===== src/design/afpb_pkg.sv =====
// ----------------------------------------------------------------------------
// afpb_pkg
// Shared constants and types of the converter frame to packet builder.
// ----------------------------------------------------------------------------
package afpb_pkg;

  localparam int NUM_CHANNELS = 2;
  localparam int STATUS_LEN   = 3;
  localparam int BYTES_PER_CH = 3;
  localparam int PAYLOAD_LEN  = BYTES_PER_CH * NUM_CHANNELS;
  localparam int FRAME_LEN    = STATUS_LEN + PAYLOAD_LEN;
  localparam int PKT_LEN      = PAYLOAD_LEN + 3;

  localparam int POS_W     = $clog2(FRAME_LEN + 1);
  localparam int PAY_IDX_W = $clog2(PAYLOAD_LEN);
  localparam int CNT_W     = $clog2(PKT_LEN);

  localparam int QDEPTH = 2;
  localparam int QPTR_W = $clog2(QDEPTH);
  localparam int QLVL_W = $clog2(QDEPTH + 1);

  localparam logic [7:0] HDR_FIRST  = 8'hBB;
  localparam logic [7:0] HDR_SECOND = 8'hAA;

  typedef logic [PAYLOAD_LEN-1:0][7:0] afpb_payload_t;

  typedef struct packed {
    afpb_payload_t payload;
    logic [23:0]   status;
    logic [23:0]   sample0;
    logic [23:0]   sample1;
    logic [7:0]    count;
  } afpb_desc_t;

  typedef struct packed {
    logic       valid;
    afpb_desc_t desc;
  } afpb_push_t;

  typedef struct packed {
    logic              full;
    logic              empty;
    logic [QLVL_W-1:0] level;
  } afpb_qstat_t;

endpackage


===== src/design/afpb_if.sv =====
// ----------------------------------------------------------------------------
// afpb_if
// Valid/ready channels for received bytes and for packet bytes.
// ----------------------------------------------------------------------------
interface afpb_in_if;
  logic       valid;
  logic       ready;
  logic [7:0] rx_byte;
  logic       frame_start;

  modport source (output valid, output rx_byte, output frame_start, input ready);
  modport sink (input valid, input rx_byte, input frame_start, output ready);
endinterface

interface afpb_out_if;
  logic               valid;
  logic               ready;
  logic [7:0]         packet_byte;
  logic               packet_last;
  logic [23:0]        status_word;
  logic signed [23:0] sample_first;
  logic signed [23:0] sample_second;

  modport source (output valid, output packet_byte, output packet_last,
                  output status_word, output sample_first, output sample_second,
                  input ready);
  modport sink (input valid, input packet_byte, input packet_last,
                input status_word, input sample_first, input sample_second,
                output ready);
endinterface


===== src/design/afpb_front.sv =====
// ----------------------------------------------------------------------------
// afpb_front
// Tracks the frame position, gathers status and samples, and hands a packet
// descriptor to the queue on the last byte of each frame.
// ----------------------------------------------------------------------------
module afpb_front (
  input  logic                 clk,
  input  logic                 rst_n,
  afpb_in_if.sink              in_ch,
  input  afpb_pkg::afpb_qstat_t q_stat,
  output afpb_pkg::afpb_push_t  push
);

  logic [afpb_pkg::POS_W-1:0] pos_r, pos_nxt;
  logic [23:0]                status_r, status_nxt;
  logic [23:0]                s0_r, s0_nxt;
  logic [23:0]                s1_r, s1_nxt;
  logic [7:0]                 cnt_r, cnt_nxt;
  afpb_pkg::afpb_payload_t    pay_r, pay_nxt;

  logic                       take;
  logic                       open;
  logic [afpb_pkg::POS_W-1:0] idx;
  logic [afpb_pkg::POS_W-1:0] p;

  assign in_ch.ready = !q_stat.full;
  assign take = in_ch.valid && in_ch.ready;

  always_comb begin
    pos_nxt    = pos_r;
    status_nxt = status_r;
    s0_nxt     = s0_r;
    s1_nxt     = s1_r;
    cnt_nxt    = cnt_r;
    pay_nxt    = pay_r;
    push.valid = 1'b0;
    open = in_ch.frame_start ||
           (pos_r != '0 && pos_r < afpb_pkg::POS_W'(afpb_pkg::FRAME_LEN));
    idx  = in_ch.frame_start ? '0 : pos_r;
    p    = idx - afpb_pkg::POS_W'(afpb_pkg::STATUS_LEN);
    if (take) begin
      if (!open) begin
        pos_nxt = '0;
      end else begin
        pos_nxt = idx + afpb_pkg::POS_W'(1);
        if (idx < afpb_pkg::POS_W'(afpb_pkg::STATUS_LEN)) begin
          status_nxt = {status_r[15:0], in_ch.rx_byte};
        end else begin
          pay_nxt[p[afpb_pkg::PAY_IDX_W-1:0]] = in_ch.rx_byte;
          if (p < afpb_pkg::POS_W'(afpb_pkg::BYTES_PER_CH)) begin
            s0_nxt = {s0_r[15:0], in_ch.rx_byte};
          end else if (p < afpb_pkg::POS_W'(2 * afpb_pkg::BYTES_PER_CH)) begin
            s1_nxt = {s1_r[15:0], in_ch.rx_byte};
          end
        end
        if (idx == afpb_pkg::POS_W'(afpb_pkg::FRAME_LEN - 1)) begin
          pos_nxt    = '0;
          push.valid = 1'b1;
          cnt_nxt    = cnt_r + 8'd1;
        end
      end
    end
    push.desc.payload = pay_nxt;
    push.desc.status  = status_nxt;
    push.desc.sample0 = s0_nxt;
    push.desc.sample1 = s1_nxt;
    push.desc.count   = cnt_r;
  end

  always_ff @(posedge clk) begin
    if (!rst_n) begin
      pos_r    <= '0;
      status_r <= '0;
      s0_r     <= '0;
      s1_r     <= '0;
      cnt_r    <= '0;
    end else begin
      pos_r    <= pos_nxt;
      status_r <= status_nxt;
      s0_r     <= s0_nxt;
      s1_r     <= s1_nxt;
      cnt_r    <= cnt_nxt;
    end
  end

  always_ff @(posedge clk) begin
    pay_r <= pay_nxt;
  end

endmodule


===== src/design/afpb_queue.sv =====
// ----------------------------------------------------------------------------
// afpb_queue
// Short queue of packet descriptors between the frame front and the packet
// serializer.
// ----------------------------------------------------------------------------
module afpb_queue (
  input  logic                  clk,
  input  logic                  rst_n,
  input  afpb_pkg::afpb_push_t  push,
  input  logic                  pop,
  output afpb_pkg::afpb_desc_t  head,
  output afpb_pkg::afpb_qstat_t q_stat
);

  afpb_pkg::afpb_desc_t        mem_r [afpb_pkg::QDEPTH];
  logic [afpb_pkg::QPTR_W-1:0] wp_r, wp_nxt;
  logic [afpb_pkg::QPTR_W-1:0] rp_r, rp_nxt;
  logic [afpb_pkg::QLVL_W-1:0] lvl_r, lvl_nxt;

  assign head          = mem_r[rp_r];
  assign q_stat.full   = (lvl_r == afpb_pkg::QLVL_W'(afpb_pkg::QDEPTH));
  assign q_stat.empty  = (lvl_r == '0);
  assign q_stat.level  = lvl_r;

  always_comb begin
    wp_nxt  = wp_r;
    rp_nxt  = rp_r;
    lvl_nxt = lvl_r;
    if (push.valid) begin
      wp_nxt = (wp_r == afpb_pkg::QPTR_W'(afpb_pkg::QDEPTH - 1)) ? '0
             : wp_r + afpb_pkg::QPTR_W'(1);
    end
    if (pop) begin
      rp_nxt = (rp_r == afpb_pkg::QPTR_W'(afpb_pkg::QDEPTH - 1)) ? '0
             : rp_r + afpb_pkg::QPTR_W'(1);
    end
    if (push.valid && !pop) begin
      lvl_nxt = lvl_r + afpb_pkg::QLVL_W'(1);
    end else if (pop && !push.valid) begin
      lvl_nxt = lvl_r - afpb_pkg::QLVL_W'(1);
    end
  end

  always_ff @(posedge clk) begin
    if (!rst_n) begin
      wp_r  <= '0;
      rp_r  <= '0;
      lvl_r <= '0;
    end else begin
      wp_r  <= wp_nxt;
      rp_r  <= rp_nxt;
      lvl_r <= lvl_nxt;
    end
  end

  always_ff @(posedge clk) begin
    if (push.valid) begin
      mem_r[wp_r] <= push.desc;
    end
  end

endmodule


===== src/design/afpb_back.sv =====
// ----------------------------------------------------------------------------
// afpb_back
// Packet serializer: walks the head descriptor one byte per transfer into a
// registered output stage.
// ----------------------------------------------------------------------------
module afpb_back (
  input  logic                  clk,
  input  logic                  rst_n,
  input  afpb_pkg::afpb_desc_t  head,
  input  afpb_pkg::afpb_qstat_t q_stat,
  output logic                  pop,
  afpb_out_if.source            out_ch
);

  logic [afpb_pkg::CNT_W-1:0]     cnt_r, cnt_nxt;
  logic                           valid_r, valid_nxt;
  logic [7:0]                     byte_r, byte_nxt;
  logic                           last_r, last_nxt;
  logic [23:0]                    status_r, s0_r, s1_r;
  logic                           load;
  logic                           fill;
  logic [afpb_pkg::CNT_W-1:0]     pidx;

  assign load = !valid_r || out_ch.ready;
  assign fill = load && !q_stat.empty;
  assign pidx = cnt_r - afpb_pkg::CNT_W'(2);

  always_comb begin
    cnt_nxt   = cnt_r;
    pop       = 1'b0;
    valid_nxt = load ? !q_stat.empty : valid_r;
    last_nxt  = (cnt_r == afpb_pkg::CNT_W'(afpb_pkg::PKT_LEN - 1));
    priority if (cnt_r == '0) begin
      byte_nxt = afpb_pkg::HDR_FIRST;
    end else if (cnt_r == afpb_pkg::CNT_W'(1)) begin
      byte_nxt = afpb_pkg::HDR_SECOND;
    end else if (last_nxt) begin
      byte_nxt = head.count;
    end else begin
      byte_nxt = head.payload[pidx[afpb_pkg::PAY_IDX_W-1:0]];
    end
    if (fill) begin
      if (last_nxt) begin
        cnt_nxt = '0;
        pop     = 1'b1;
      end else begin
        cnt_nxt = cnt_r + afpb_pkg::CNT_W'(1);
      end
    end
  end

  always_ff @(posedge clk) begin
    if (!rst_n) begin
      cnt_r   <= '0;
      valid_r <= 1'b0;
    end else begin
      cnt_r   <= cnt_nxt;
      valid_r <= valid_nxt;
    end
  end

  always_ff @(posedge clk) begin
    if (fill) begin
      byte_r   <= byte_nxt;
      last_r   <= last_nxt;
      status_r <= head.status;
      s0_r     <= head.sample0;
      s1_r     <= (afpb_pkg::NUM_CHANNELS > 1) ? head.sample1 : 24'd0;
    end
  end

  assign out_ch.valid         = valid_r;
  assign out_ch.packet_byte   = byte_r;
  assign out_ch.packet_last   = last_r;
  assign out_ch.status_word   = status_r;
  assign out_ch.sample_first  = s0_r;
  assign out_ch.sample_second = s1_r;

endmodule


===== src/design/adc_frame_to_packet_builder_unit.sv =====
// ----------------------------------------------------------------------------
// adc_frame_to_packet_builder_unit
// Deserializes converter frames and emits one nine-byte packet per frame.
// ----------------------------------------------------------------------------
// Throughput: one received byte per cycle while the queue is not full; one
// packet byte per cycle out while the sink is ready. The last frame byte
// writes a queue descriptor that the serializer moves byte by byte out.
// The descriptor queue holds two packets; the input stalls while it is full,
// which happens when a frame ends before the packet ahead has fully left.
// Reset clears the frame position, status, samples, counter, queue and
// output valid; the raw payload store is not cleared.
module adc_frame_to_packet_builder_unit (
  input  logic        clk,
  input  logic        rst_n,
  afpb_in_if.sink     in_ch,
  afpb_out_if.source  out_ch
);

  afpb_pkg::afpb_push_t  push;
  afpb_pkg::afpb_desc_t  head;
  afpb_pkg::afpb_qstat_t q_stat;
  logic                  pop;

  afpb_front u_front (
    .clk    (clk),
    .rst_n  (rst_n),
    .in_ch  (in_ch),
    .q_stat (q_stat),
    .push   (push)
  );

  afpb_queue u_queue (
    .clk    (clk),
    .rst_n  (rst_n),
    .push   (push),
    .pop    (pop),
    .head   (head),
    .q_stat (q_stat)
  );

  afpb_back u_back (
    .clk    (clk),
    .rst_n  (rst_n),
    .head   (head),
    .q_stat (q_stat),
    .pop    (pop),
    .out_ch (out_ch)
  );

  a_level_bound: assert property (@(posedge clk) disable iff (!rst_n)
    q_stat.level <= afpb_pkg::QLVL_W'(afpb_pkg::QDEPTH))
    else $error("Descriptor queue level exceeds its depth.");

  a_no_push_full: assert property (@(posedge clk) disable iff (!rst_n)
    !(push.valid && q_stat.full))
    else $error("Descriptor written while the queue is full.");

  a_no_pop_empty: assert property (@(posedge clk) disable iff (!rst_n)
    !(pop && q_stat.empty))
    else $error("Descriptor released while the queue is empty.");

  a_last_pops: assert property (@(posedge clk) disable iff (!rst_n)
    pop |=> (out_ch.valid && out_ch.packet_last))
    else $error("Packet released without its final byte in the output stage.");

endmodule

===== src/flat_wrapper.sv =====
// flat-port wrapper written by rule: the top's interface ports become plain ports
module adc_frame_to_packet_builder_unit_flat 
  (clk, rst_n, in_ch_valid, in_ch_rx_byte, in_ch_frame_start, in_ch_ready, out_ch_valid, out_ch_packet_byte, out_ch_packet_last, out_ch_status_word, out_ch_sample_first, out_ch_sample_second, out_ch_ready);
  afpb_in_if in_ch_i ();
  afpb_out_if out_ch_i ();
  input  logic clk;
  input  logic rst_n;
  input wire logic [$bits(in_ch_i.valid)-1:0] in_ch_valid;
  input wire logic [$bits(in_ch_i.rx_byte)-1:0] in_ch_rx_byte;
  input wire logic [$bits(in_ch_i.frame_start)-1:0] in_ch_frame_start;
  output wire logic [$bits(in_ch_i.ready)-1:0] in_ch_ready;
  output wire logic [$bits(out_ch_i.valid)-1:0] out_ch_valid;
  output wire logic [$bits(out_ch_i.packet_byte)-1:0] out_ch_packet_byte;
  output wire logic [$bits(out_ch_i.packet_last)-1:0] out_ch_packet_last;
  output wire logic [$bits(out_ch_i.status_word)-1:0] out_ch_status_word;
  output wire logic [$bits(out_ch_i.sample_first)-1:0] out_ch_sample_first;
  output wire logic [$bits(out_ch_i.sample_second)-1:0] out_ch_sample_second;
  input wire logic [$bits(out_ch_i.ready)-1:0] out_ch_ready;
  assign in_ch_i.valid = in_ch_valid;
  assign in_ch_i.rx_byte = in_ch_rx_byte;
  assign in_ch_i.frame_start = in_ch_frame_start;
  assign in_ch_ready = in_ch_i.ready;
  assign out_ch_valid = out_ch_i.valid;
  assign out_ch_packet_byte = out_ch_i.packet_byte;
  assign out_ch_packet_last = out_ch_i.packet_last;
  assign out_ch_status_word = out_ch_i.status_word;
  assign out_ch_sample_first = out_ch_i.sample_first;
  assign out_ch_sample_second = out_ch_i.sample_second;
  assign out_ch_i.ready = out_ch_ready;
  adc_frame_to_packet_builder_unit u_core (.clk(clk), .rst_n(rst_n), .in_ch(in_ch_i), .out_ch(out_ch_i));
endmodule

===== config.mk =====
export PLATFORM = sky130hd
export DESIGN_NAME = adc_frame_to_packet_builder_unit_flat
export DESIGN_NICKNAME = d
export VERILOG_FILES = /design/src/design/afpb_pkg.sv /design/src/design/afpb_if.sv /design/src/design/afpb_front.sv /design/src/design/afpb_queue.sv /design/src/design/afpb_back.sv /design/src/design/adc_frame_to_packet_builder_unit.sv /design/src/flat_wrapper.sv
export SDC_FILE = /design/constraint.sdc
export NUM_CORES = 1
export LEC_CHECK = 0
export ABC_AREA = 1
export ABC_CLOCK_PERIOD_IN_PS = 10200
export BUFFER_PORTS_ARGS = -buffer_cell sky130_fd_sc_hd__buf_2
export CAP_MARGIN = 10
export CORE_MARGIN = 2
export CORE_UTILIZATION = 40
export CTS_CLUSTER_DIAMETER = 100
export DETAILED_ROUTE_END_ITERATION = 16
export GPL_TIMING_DRIVEN = 0
export PLACE_DENSITY = 0.61
export SLEW_MARGIN = 15
export SYNTH_ARGS = -nofsm -noshare
export SYNTH_HDL_FRONTEND = slang
export SYNTH_SLANG_ARGS = --single-unit

===== constraint.sdc =====
create_clock -name clk -period 10.2 [get_ports clk]
set_input_delay 1.53 -clock clk [delete_from_list [all_inputs] [get_ports clk]]
set_output_delay 1.53 -clock clk [all_outputs]
set_load 0.1 [all_outputs]

==> impl_metrics.csv <==
group,metric,value,unit
power,leakage,8.85,nW
cts,clkLatencyLatePin,560,ps
floorplanning,initial_utilization,40.6,%
final_layout,layout_common_cells,"nand2_1, edfxtp_1, inv_1",
drt,drtAntennaViolNets,0,
grt,antenna_found_initial,1,
cts,numCtsBuffers,46,
run,cap_violations,0,
timing,drv_slew,0,
logic_synthesis,synth_area_per_cell,10.9,sq um
logic_synthesis,yosysSeqAreaShare,72.1,%
drt,vias_per_cell,4.76,
cts,root_buffer,"clkbuf_16",
setup_path,endpoint_kind,"flip-flop",
timing,min_period_over_period,37.2,%
min_path,min_path_cells,2,
grt,grt_overflow_total,0,
logic_synthesis,synth_area,18000,sq um
power,power_density,182,nW/um^2
timing,rsz0062_at_grt,"no",
drt,post-route-drc-count,0,
placed_design,port_buffers,94,
floorplanning,ios,96,
setup_path,crit_type,"in2reg",
min_path,min-delay-start,"u_core.u_front.pay_r[6]$_DFF_P_",
logic_synthesis,synth_top_cell_by_area,"edfxtp_1",
setup_path,timing.rr.end,"u_core.u_queue.lvl_r[1]$_SDFFE_PN0P_",
floorplanning,coreArea,44300,sq um
timing,worst_slew_pin_slew,971,ps
logic_synthesis,synth-edff-count,337,
placed_design,place_congestion,0.834,
cts,cts.sinks,479,
final_layout,layout_commonest_cell,"nand2_1",
final_layout,nFillCells,4104,
logic_synthesis,yosysWarnings,0,
floorplanning,die_area,46700,sq um
timing,final.setup_skew,21.9,ps
min_path,min_path_type,"reg2reg",
status,status,"complete, no violations",
setup_path,cp_data_arrival_time,4040,ps
timing,hold_viol_final,0,
grt,track_usage,16.7,%
cts,ctsHoldBuffers,0,
floorplanning,dieHeight,216,um
drt,drt_iter0_drc,805,
final_layout,drive_above_1_share,12.7,%
min_path,hold_path_end,"u_core.u_front.pay_r[6]$_DFF_P_",
timing,maxSlewHeadroom,35.3,%
logic_synthesis,synth_seq_cells,479,
logic_synthesis,yosys_most_used_dff,"edfxtp_1",
drt,drt_wl_total,38800,um
setup_path,r2r_start,"u_core.u_back.cnt_r[1]$_SDFFE_PN0P_",
placed_design,hpwlAfterDp,25900,um
logic_synthesis,synthCells,1654,
drt,vias,11600,
grt,first_global_vias,11100,
logic_synthesis,synth_cell_types,30,
timing,holdWs,486,ps
setup_path,rr_worst_depth,12,
logic_synthesis,synthArstFlopShare,0,%
final_layout,multi_input_area,4000,sq um
timing,fin_ws,6410,ps
power,total_power,3.81,mW
drt,dr.pass1.iters,5,
setup_path,worstPathRequired,10450,ps
setup_path,critPathMaxFanout,24,
cts,clk_pin_slew_worst_paths,60,ps
power,peakVddDrop,0.119,mV
final_layout,final_nets,1829,
timing,finalCriticalPeriod,3790,ps
logic_synthesis,synth.area.top_cells,"edfxtp_1, dfxtp_1, nand2_1",
cts,cts.path.max_buffers,3,
placed_design,dp_slack,5830,ps
cts,ctsResizeCount,0,
grt,grt_pass1_wl,60800,um
final_layout,area_growth,16.4,%
setup_path,r2r_setup_slack,7080,ps
logic_synthesis,syn_nets,1676,
cts,cts_setup_buffers,0,
setup_path,crit_path_start_kind,"primary input",
grt,grt_max_degree,46,
timing,setup_violations,0,
timing,fin_tns_setup,0,ps
floorplanning,core.rowCount,77,
final_layout,seq_area,13000,sq um
floorplanning,die_x,216,um
drt,routedWlPerCell,15.9,um
cts,cts_tree,"yes",
logic_synthesis,synth_top_area_share,56.3,%
cts,htree_levels,2,
timing,max_freq,264,MHz
critical path, stage by stage:
cell and delay, ps:
buf_2 120, nor2_1 120, inv_1 220, ha_1 190, nand2_1 70, nor2_1 190, nand2_1 300, nor2_4 560
buf_12 270, buf_12 210, buf_12 210
state kept, by name (all words and copies together) (netlist names), named ones only:
signal,cells
u_core.u_back.cnt_r,4
u_core.u_back.out_ch.packet_byte,8
u_core.u_back.out_ch.packet_last,1
u_core.u_back.out_ch.sample_first,24
u_core.u_back.out_ch.sample_second,24
u_core.u_back.out_ch.status_word,24
u_core.u_back.out_ch.valid,1
u_core.u_front.cnt_r,8
u_core.u_front.pay_r,48
u_core.u_front.pos_r,4
u_core.u_front.s0_r,24
u_core.u_front.s1_r,24
u_core.u_front.status_r,24
u_core.u_queue.lvl_r,2
u_core.u_queue.mem_r,256
u_core.u_queue.rp_r,1
u_core.u_queue.wp_r,1
through the flow:
step | instances | util, % | instance area [sq um]
detailed placement | 2351 | 43.9 | 19400
global route | 2436 | 47.2 | 20900
finish | 2437 | 47.2 | 20900
global placement | 2340 | 43.3 | 19200
floorplan | 1654 | - | 18000
CTS | 2436 | 47.2 | 20900
Yosys cell counts, types with 3 or more instances:
master / number
nand2_1: 489
edfxtp_1: 337
inv_1: 183
nor2_1: 168
dfxtp_1: 142
o21ai_0: 109
nand3_1: 45
o21ai_1: 39
clkbuf_1: 36
a21oi_1: 24
buf_2: 22
ha_1: 9
nand3_2: 8
buf_6: 6
nand2_2: 5
o211ai_1: 4
o22ai_1: 4
a31oi_1: 3
inv_2: 3
nor2_4: 3
xor2_1: 3
final cells by class:
class / count / share of cell area [%]
Antenna cell: 1 / 0.0120
Buffer: 68 / 1.60
Clock buffer: 56 / 5.97
Clock inverter: 29 / 1.14
Inverter: 186 / 3.35
Multi-Input combinational cell: 921 / 19.1
Sequential cell: 479 / 61.9
Tap cell: 592 / 3.54
Timing Repair Buffer: 105 / 3.37
metal layers:
metal  part of all wire, %  global-route usage, %  wire [um]
met4                   2.4                   5.46        938
met1                    46                   23.4      17700
met3                   5.8                   2.54       2230
met2                    46                   26.7      17900
met5                     0                      0          0
how the worst max path moves through the flow:
stage / cells after the start / end / slack (ps) / startpoint
5_1_grt: 11 / u_core.u_queue.mem_r[0][57]$_DFFE_PP_ / 6250 / in_ch_frame_start
6_report: 11 / u_core.u_queue.mem_r[0][51]$_DFFE_PP_ / 6410 / in_ch_frame_start
3_3_place_gp: 8 / u_core.u_queue.mem_r[1][50]$_DFFE_PP_ / -2110 / in_ch_frame_start
4_1_cts: 11 / u_core.u_queue.mem_r[0][51]$_DFFE_PP_ / 6430 / in_ch_frame_start
3_5_place_dp: 11 / u_core.u_queue.mem_r[0][74]$_DFFE_PP_ / 5830 / in_ch_frame_start
2_1_floorplan: 7 / u_core.u_queue.mem_r[1][0]$_DFFE_PP_ / 1880 / in_ch_frame_start
kinds of logic after synthesis:
logic type / Yosys count / synth area share (%)
compound gates: 184 / 5.26
xor+xnor: 4 / 0.195
simple gates: 724 / 16.1
buf+inv: 254 / 5.75
flops: 479 / 72.1
fa+ha+maj: 9 / 0.626
report_power, final:
group / internal [mW] / leakage, nW / switching [mW]
Clock: 0.954 / 0.747 / 0.718
Combinational: 0.0155 / 3.65 / 0.0490
Sequential: 2.07 / 4.46 / 0.00366
Total: 3.04 / 8.85 / 0.771
(Power assumes the default switching activity.)
